File: src/design/bcdl_pkg.sv
// bcdl_pkg: shared constants, phase codes and types of the button detector
// no dependencies
`timescale 1ns / 1ps

package bcdl_pkg;

    localparam int KEYS       = 4;
    localparam int LEVEL_W    = 4;
    localparam int IDX_W      = 3;
    localparam int CNT_W      = 16;
    localparam int EV_W       = 3;
    localparam int CFG_IDX_W  = 2;

    localparam logic [CNT_W-1:0] DEBOUNCE_RST = 16'd20;
    localparam logic [CNT_W-1:0] LONG_RST     = 16'd1000;
    localparam logic [CNT_W-1:0] DOUBLE_RST   = 16'd250;

    // configuration register indexes
    localparam logic [CFG_IDX_W-1:0] CFG_DEBOUNCE = 2'd0;
    localparam logic [CFG_IDX_W-1:0] CFG_LONG     = 2'd1;
    localparam logic [CFG_IDX_W-1:0] CFG_DOUBLE   = 2'd2;

    // request codes
    localparam logic ACT_TICK = 1'b0;
    localparam logic ACT_READ = 1'b1;

    // per-key phase codes
    localparam logic [2:0] PH_IDLE     = 3'd0;
    localparam logic [2:0] PH_DEBOUNCE = 3'd1;
    localparam logic [2:0] PH_HELD     = 3'd2;
    localparam logic [2:0] PH_GAP      = 3'd3;
    localparam logic [2:0] PH_WAIT     = 3'd4;

    // event flag bits
    localparam logic [EV_W-1:0] EV_CLICK  = 3'b001;
    localparam logic [EV_W-1:0] EV_DOUBLE = 3'b010;
    localparam logic [EV_W-1:0] EV_LONG   = 3'b100;

    typedef struct packed {
        logic [CNT_W-1:0] debounce_ticks;
        logic [CNT_W-1:0] long_press_ticks;
        logic [CNT_W-1:0] double_click_ticks;
    } t_cfg;

    typedef struct packed {
        logic [EV_W-1:0]    event_flags;
        logic [LEVEL_W-1:0] held_keys;
    } t_result;

endpackage

File: src/design/bcdl_key.sv
// bcdl_key: debounce / click / double-click / long-press machine of one key
// depends on bcdl_pkg
`timescale 1ns / 1ps

module bcdl_key
    import bcdl_pkg::*;
(
    input  logic            i_clk,
    input  logic            i_rst_n,
    input  t_cfg            i_cfg,
    input  logic            i_tick,
    input  logic            i_level,
    input  logic            i_clear,
    output logic [EV_W-1:0] o_events,
    output logic            o_held_next
);

    logic [2:0]       r_phase, n_phase;
    logic [CNT_W-1:0] r_cnt, n_cnt;
    logic [EV_W-1:0]  r_events, n_events;
    logic             r_held, n_held;
    logic [CNT_W-1:0] cnt_dec;
    logic             cnt_zero;

    assign cnt_dec  = r_cnt - 1'b1;
    assign cnt_zero = (cnt_dec == '0);

    always_comb begin
        n_phase  = r_phase;
        n_cnt    = r_cnt;
        n_events = r_events;
        n_held   = r_held;
        case (r_phase)
            PH_DEBOUNCE: begin
                if (!i_level) begin
                    n_phase = PH_IDLE;
                end else begin
                    n_cnt = cnt_dec;
                    if (cnt_zero) begin
                        n_held  = 1'b1;
                        n_cnt   = i_cfg.long_press_ticks;
                        n_phase = PH_HELD;
                    end
                end
            end
            PH_HELD: begin
                if (!i_level) begin
                    n_held  = 1'b0;
                    n_cnt   = i_cfg.double_click_ticks;
                    n_phase = PH_GAP;
                end else begin
                    n_cnt = cnt_dec;
                    if (cnt_zero) begin
                        n_events = r_events | EV_LONG;
                        n_phase  = PH_WAIT;
                    end
                end
            end
            PH_GAP: begin
                if (i_level) begin
                    n_events = r_events | EV_DOUBLE;
                    n_held   = 1'b1;
                    n_phase  = PH_WAIT;
                end else begin
                    n_cnt = cnt_dec;
                    if (cnt_zero) begin
                        n_events = r_events | EV_CLICK;
                        n_phase  = PH_IDLE;
                    end
                end
            end
            PH_WAIT: begin
                if (!i_level) begin
                    n_held  = 1'b0;
                    n_phase = PH_IDLE;
                end
            end
            default: begin
                if (i_level) begin
                    n_cnt   = i_cfg.debounce_ticks;
                    n_phase = PH_DEBOUNCE;
                end else begin
                    n_phase = PH_IDLE;
                end
            end
        endcase
    end

    always_ff @(posedge i_clk) begin
        if (!i_rst_n) begin
            r_phase  <= PH_IDLE;
            r_cnt    <= '0;
            r_events <= '0;
            r_held   <= 1'b0;
        end else if (i_tick) begin
            r_phase  <= n_phase;
            r_cnt    <= n_cnt;
            r_events <= n_events;
            r_held   <= n_held;
        end else if (i_clear) begin
            r_events <= '0;
        end
    end

    assign o_events    = r_events;
    assign o_held_next = i_tick ? n_held : r_held;

endmodule

File: src/design/bcdl_oskid.sv
// bcdl_oskid: result register with a skid stage so requests keep flowing
// depends on bcdl_pkg
`timescale 1ns / 1ps

module bcdl_oskid
    import bcdl_pkg::*;
(
    input  logic    i_clk,
    input  logic    i_rst_n,
    input  logic    i_load,
    input  t_result i_data,
    input  logic    i_stall,
    output logic    o_valid,
    output t_result o_data,
    output logic    o_busy
);

    logic    r_out_valid, r_skid_valid;
    t_result r_out, r_skid;
    logic    out_free;

    assign out_free = !r_out_valid || !i_stall;

    always_ff @(posedge i_clk) begin
        if (!i_rst_n) begin
            r_out_valid  <= 1'b0;
            r_skid_valid <= 1'b0;
        end else if (out_free) begin
            r_out_valid  <= r_skid_valid || i_load;
            r_skid_valid <= 1'b0;
        end else if (i_load) begin
            r_skid_valid <= 1'b1;
        end
    end

    always_ff @(posedge i_clk) begin
        if (out_free) begin
            r_out <= r_skid_valid ? r_skid : i_data;
        end else if (i_load) begin
            r_skid <= i_data;
        end
    end

    assign o_valid = r_out_valid;
    assign o_data  = r_out;
    assign o_busy  = r_skid_valid;

endmodule

File: src/design/button_click_double_long_detector.sv
// button_click_double_long_detector: top level, config registers and key array
// depends on bcdl_pkg, bcdl_key, bcdl_oskid
`timescale 1ns / 1ps

// Usage
// Input channel (i_valid / o_stall) carries one request per cycle while o_stall is low:
//   tick (action 0): pressed levels of all keys, every key machine advances
//   read (action 1): returns the pending flags of key i_key_index and clears
//     them; an index at or above the key count returns zero
// Output channel (o_valid / i_stall) returns one result per request:
//   event flags (zero on a tick) and the debounced held state after it.
// Results are registered. Throughput is one request per cycle while o_stall
// is low, set by the combinational next-state logic of the key machines.
// When the receiver stalls, the held result stays put and one more request
// is absorbed by the skid stage; o_stall then rises until the result drains.
// Reset (synchronous, active low) returns every key to idle with no flags,
// loads the default timer counts and empties the result path. Configuration writes
// (i_cfg_we) take effect at the next edge; the user, not the block, confines them to idle.

module button_click_double_long_detector
    import bcdl_pkg::*;
(
    input  logic                 i_clk,
    input  logic                 i_rst_n,
    input  logic                 i_valid,
    output logic                 o_stall,
    input  logic                 i_action,
    input  logic [LEVEL_W-1:0]   i_pressed_levels,
    input  logic [IDX_W-1:0]     i_key_index,
    output logic                 o_valid,
    input  logic                 i_stall,
    output logic [EV_W-1:0]      o_event_flags,
    output logic [LEVEL_W-1:0]   o_held_keys,
    input  logic                 i_cfg_we,
    input  logic [CFG_IDX_W-1:0] i_cfg_idx,
    input  logic [CNT_W-1:0]     i_cfg_data
);

    t_cfg            r_cfg;
    logic            accept, tick;
    logic [EV_W-1:0] key_events [KEYS];
    logic [KEYS-1:0] held_next;
    logic            idx_ok;
    t_result         result, out_data;
    logic            busy;

    always_ff @(posedge i_clk) begin
        if (!i_rst_n) begin
            r_cfg.debounce_ticks     <= DEBOUNCE_RST;
            r_cfg.long_press_ticks   <= LONG_RST;
            r_cfg.double_click_ticks <= DOUBLE_RST;
        end else if (i_cfg_we) begin
            case (i_cfg_idx)
                CFG_DEBOUNCE: r_cfg.debounce_ticks     <= i_cfg_data;
                CFG_LONG:     r_cfg.long_press_ticks   <= i_cfg_data;
                CFG_DOUBLE:   r_cfg.double_click_ticks <= i_cfg_data;
                default: ;
            endcase
        end
    end

    assign accept = i_valid && !o_stall;
    assign tick   = accept && (i_action == ACT_TICK);
    assign idx_ok = ({1'b0, i_key_index} < (IDX_W+1)'(KEYS));

    for (genvar k = 0; k < KEYS; k++) begin : g_key
        logic level;
        if (k < LEVEL_W) begin : g_lvl
            assign level = i_pressed_levels[k];
        end else begin : g_nolvl
            assign level = 1'b0;
        end

        bcdl_key u_key (
            .i_clk       (i_clk),
            .i_rst_n     (i_rst_n),
            .i_cfg       (r_cfg),
            .i_tick      (tick),
            .i_level     (level),
            .i_clear     (accept && (i_action == ACT_READ) &&
                          ({1'b0, i_key_index} == (IDX_W+1)'(k))),
            .o_events    (key_events[k]),
            .o_held_next (held_next[k])
        );
    end

    // held bits of keys beyond the output width are dropped
    for (genvar b = 0; b < LEVEL_W; b++) begin : g_held
        if (b < KEYS) begin : g_on
            assign result.held_keys[b] = held_next[b];
        end else begin : g_off
            assign result.held_keys[b] = 1'b0;
        end
    end

    assign result.event_flags = ((i_action == ACT_READ) && idx_ok) ?
        key_events[i_key_index[$clog2(KEYS > 1 ? KEYS : 2)-1:0]] : '0;

    bcdl_oskid u_oskid (
        .i_clk   (i_clk),
        .i_rst_n (i_rst_n),
        .i_load  (accept),
        .i_data  (result),
        .i_stall (i_stall),
        .o_valid (o_valid),
        .o_data  (out_data),
        .o_busy  (busy)
    );

    assign o_stall       = busy;
    assign o_event_flags = out_data.event_flags;
    assign o_held_keys   = out_data.held_keys;

endmodule

File: config.mk
export PLATFORM = sky130hd
export DESIGN_NAME = button_click_double_long_detector
export DESIGN_NICKNAME = d
export VERILOG_FILES = /design/src/design/bcdl_pkg.sv /design/src/design/bcdl_key.sv /design/src/design/bcdl_oskid.sv /design/src/design/button_click_double_long_detector.sv
export SDC_FILE = /design/constraint.sdc
export NUM_CORES = 1
export LEC_CHECK = 0
export BUFFER_PORTS_ARGS = -buffer_cell sky130_fd_sc_hd__buf_2
export CAP_MARGIN = 20
export CORE_UTILIZATION = 47
export DETAILED_ROUTE_END_ITERATION = 8
export GPL_ROUTABILITY_DRIVEN = 0
export PLACE_DENSITY = 0.65
export SLEW_MARGIN = 20
export SYNTH_ARGS = -nofsm -noshare
export SYNTH_HDL_FRONTEND = slang
export SYNTH_SLANG_ARGS = --single-unit
File: constraint.sdc
create_clock -name i_clk -period 5.1 [get_ports i_clk]
set_input_delay 1.02 -clock i_clk [delete_from_list [all_inputs] [get_ports i_clk]]
set_output_delay 1.02 -clock i_clk [all_outputs]
set_load 0.02 [all_outputs]
==> run_results.csv <==
group,metric,value,unit
synthesis,synth_cell_types,87,
clocking,cts_sinks,156,
synthesis,synth_top_area_share,27.2,%
synthesis,avgSynthCellArea,7.34,µm²
sta,skew,0.0119,ns
worst_hold_path,hp-start,"g_key[3].u_key.o_events[0]",
synthesis,yosys_register_bits,156,
placement,place_area,0.0107,mm²
sta,worst_pin_slew,0.968,ns
synthesis,synth_nets,1461,
critical_path,path_max_fanout,13,
synthesis,synth_ff_type,"dfxtp_1",
worst_hold_path,worstHoldPathType,"reg2reg",
finish,antenna_cells,0,
synthesis,synth_edf_count,14,
critical_path,worstPathArrival,3.82,ns
finish,area_delta_synth_final,8.19,%
floorplanning,die_x,151,µm
sta,min_period_over_period,68.9,%
pwr,p_per_area,300,mW/mm²
run_status,status,"finished clean",
drt,via_per_inst,6.79,
placement,port_buffers,39,
clocking,ctsHoldBuffers,0,
drt,vias,11400,
clocking,cts-root-buf,"clkbuf_16",
floorplanning,core-area,0.0218,mm²
critical_path,cp_cell_sequence,"inv_1 > ha_1 > or3b_1 > o31a_1 > nor4_1 > nand4_1 > nor3_1 > buf_4 > a21oi_1 > a2111oi_0",
global_route,grt.busiest_layer,"met2",
clocking,path_clk_slew,0.06,ns
pwr,p_comb_share,21.5,%
critical_path,startpoint,"g_key[1].u_key.r_cnt[0]",
clocking,clock_latency,0.44,ns
synthesis,syn_area,0.0104,mm²
sta,slew_violations,0,
clocking,cts_buffer_depth,2,
clocking,numCtsBuffers,17,
drt,drc,0,
sta,max_freq,285,MHz
global_route,grt_pass1_vias,10100,
synthesis,syn_inst,1422,
pwr,leakagePower,4.02,nW
floorplanning,fp.dieH,151,µm
drt,dr.first_iter.drc_count,1597,
synthesis,ys_seq_area_share,31.2,%
finish,fin_area,0.0113,mm²
drt,dr.pass1.iters,6,
floorplanning,pin_count,40,
global_route,grtUsageTotal,34.8,%
job,max_cap_viol_count,0,
sta,fin_tns_setup,0,ns
synthesis,synth_area_leaders,"dfxtp_1 27%, nand2_1 7.3%, a21oi_1 6.6%",
critical_path,crit_path_end_kind,"flop",
global_route,use_met1,46.6,%
drt,postRouteAntennaNets,0,
sta,hold_viol,0,
floorplanning,die_area,0.0228,mm²
global_route,grt_max_degree,49,
global_route,grt_pass1_wl,59800,µm
synthesis,ys_warn_count,0,
pwr,p_int,0.00225,W
drt,drt-total-wl,39000,µm
clocking,cts_tree,"done",
sta,slew_headroom,34.9,%
critical_path,crit_buf_inv,2,
finish,fillers,2118,
global_route,gr-total-overflow,0,
pwr,peakVddDrop,235,µV
floorplanning,initial_core_util,47.9,%
sta,setup_viol,0,
clocking,cts_resized,0,
clocking,postCtsSetupBuffers,0,
sta,period_minus_slack,3.51,ns
placement,hpwl,26300,µm
critical_path,r2r_start,"g_key[1].u_key.r_cnt[0]",
global_route,antenna_found_initial,0,
sta,rsz0062_at_grt,"false",
global_route,grt.met2_usage,52.9,%
critical_path,crit_required,5.41,ns
critical_path,cpLargestDelayFamily,"simple AND/OR/NAND/NOR gates",
critical_path,cp_slowest_cell,"or3b_1",
drt,detail_route.wl_per_cell,23.2,µm
critical_path,crit_type,"reg2reg",
pwr,seq_power_share,41.3,%
clocking,h-tree-depth,4,
synthesis,synth-async-reset-ratio,0,%
global_route,grt.met3_usage,7.35,%
synthesis,yosysTopAreaCell,"dfxtp_1",
finish,drive_gt1_share,9.49,%
finish,layout.nets,1428,
floorplanning,num_rows,54,
pwr,power_frac_clock,37.2,%
pwr,switchingPower,0.00113,W
pwr,switching_share,33.4,%
critical_path,slowest_delay,0.50,ns
critical_path,startpoint_type,"flop",
## registers in the layout, indices dropped and copies added (netlist names), 4 cells and up
| signal | cells |
|---|---|
| g_key.u_key.r_held | 4 |
| g_key.u_key.r_cnt | 64 |
| r_cfg | 48 |
| u_oskid.o_data | 7 |
| g_key.u_key.o_events | 12 |
| g_key.u_key.r_phase | 12 |
| u_oskid.r_skid | 7 |
## logic make-up after synthesis
logic type                 Yosys count  share of synthesized area, %
and+or+nand+nor                    599                          28.5
muxes                               13                          1.65
buffers and inverters              146                          5.83
xor gates and xnor gates            38                          3.19
DFF                                156                          31.2
AOI/OAI and AO/OA                  461                          28.5
adders and majority gates            9                          1.05
## power by group through the flow
| stage | combinational, W | sequential (W) | clock, W |
|---|---|---|---|
| after floorplan | 0.000564 | 0.00135 | 0 |
| after global placement | 0.000702 | 0.00142 | 0 |
| after detailed placement | 0.000704 | 0.00142 | 0 |
| after CTS | 0.000709 | 0.00139 | 0.00126 |
| after global routing | 0.000797 | 0.00140 | 0.00132 |
| final | 0.000729 | 0.00140 | 0.00126 |
## cells in the mapped netlist, types with 8 or more instances
| cell | number |
|---|---|
| nand2b_1 | 11 |
| xnor2_1 | 20 |
| a31oi_1 | 27 |
| or3_1 | 21 |
| clkbuf_1 | 93 |
| dfxtp_1 | 142 |
| a221oi_1 | 10 |
| a211o_1 | 9 |
| nand3_1 | 49 |
| o21ai_0 | 99 |
| xor2_1 | 18 |
| nor4_1 | 27 |
| nor3b_1 | 10 |
| o31ai_1 | 19 |
| edfxtp_1 | 14 |
| a21oi_1 | 137 |
| o211ai_1 | 34 |
| a211oi_1 | 14 |
| and3_1 | 9 |
| nor3_1 | 47 |
| o32ai_1 | 9 |
| ha_1 | 8 |
| nand2_1 | 204 |
| nand4_1 | 18 |
| buf_2 | 10 |
| inv_1 | 28 |
| nor2_1 | 123 |
| or4_1 | 11 |
| o22ai_1 | 15 |
| and2_1 | 13 |
## cells in the final DEF, fill, tap and decap left out, drive strengths merged, types with 7 or more instances in the layout
cell type	n
inv	29
or4	15
nor3b	10
nor4	30
nand3	49
buf	64
a221oi	10
o21ai	102
nor2b	7
or3	21
nand2	204
xnor2	20
a41oi	7
and2	15
clkbuf	20
a211oi	14
a22oi	7
o31ai	20
o22ai	15
nor2	124
a31oi	27
and3	9
nand4	19
nand3b	7
nand2b	11
o211ai	34
edfxtp	14
dfxtp	142
clkinv	9
nor3	49
a21oi	137
a211o	9
ha	8
xor2	18
o32ai	9
## cell type report
cell class	instances	area, µm²	area share (%)
Timing Repair Buffer	64	395	3.50
Inverter	30	113	0.997
Multi-Input combinational cell	1120	6620	58.6
Clock inverter	11	92.6	0.819
Tap cell	280	350	3.10
Sequential cell	156	3260	28.9
Clock buffer	20	468	4.14
## path summary, 6_finish.rpt
path / endpoint / slack [ns] / depth (start not counted)
max: g_key[1].u_key.r_cnt[9] / 1.59 / 10
min: g_key[3].u_key.o_events[0] / 0.46 / 2
max reg2reg: g_key[1].u_key.r_cnt[9] / 1.59 / 10
min reg2reg: g_key[3].u_key.o_events[0] / 0.46 / 2
## stage by stage
| stage | hold WS, ns | worst slack (ns) | util, % | std cells | total power (W) |
|---|---|---|---|---|---|
| 2_1_floorplan | 0.429 | 2.09 | - | 1422 | 0.00192 |
| 3_3_place_gp | 0.448 | 1.75 | 49.1 | 1650 | 0.00212 |
| 3_5_place_dp | 0.449 | 1.68 | 49.1 | 1650 | 0.00212 |
| 4_1_cts | 0.458 | 1.63 | 51.7 | 1681 | 0.00336 |
| 5_1_grt | 0.483 | 1.25 | 51.8 | 1681 | 0.00351 |
| 6_report | 0.458 | 1.59 | 51.8 | 1681 | 0.00339 |
## worst reg2reg max path, delay by kind of cell (launching register included)
family / cells / cell delay (ns)
and+or+nand+nor: 4 / 1.66
DFF: 1 / 0.37
AOI/OAI and AO/OA: 3 / 0.76
adders and majority gates: 1 / 0.23
buffers and inverters: 2 / 0.37
## per-layer routing
layer	up-vias	part of all wire, %	routed length [µm]
li1	5215	-	-
met1	5335	40	15400
met2	731	44	17000
met3	128	12	4750
met4	0	4.6	1780
met5	-	0	0
No activity file was read; power rests on OpenSTA's default activity.
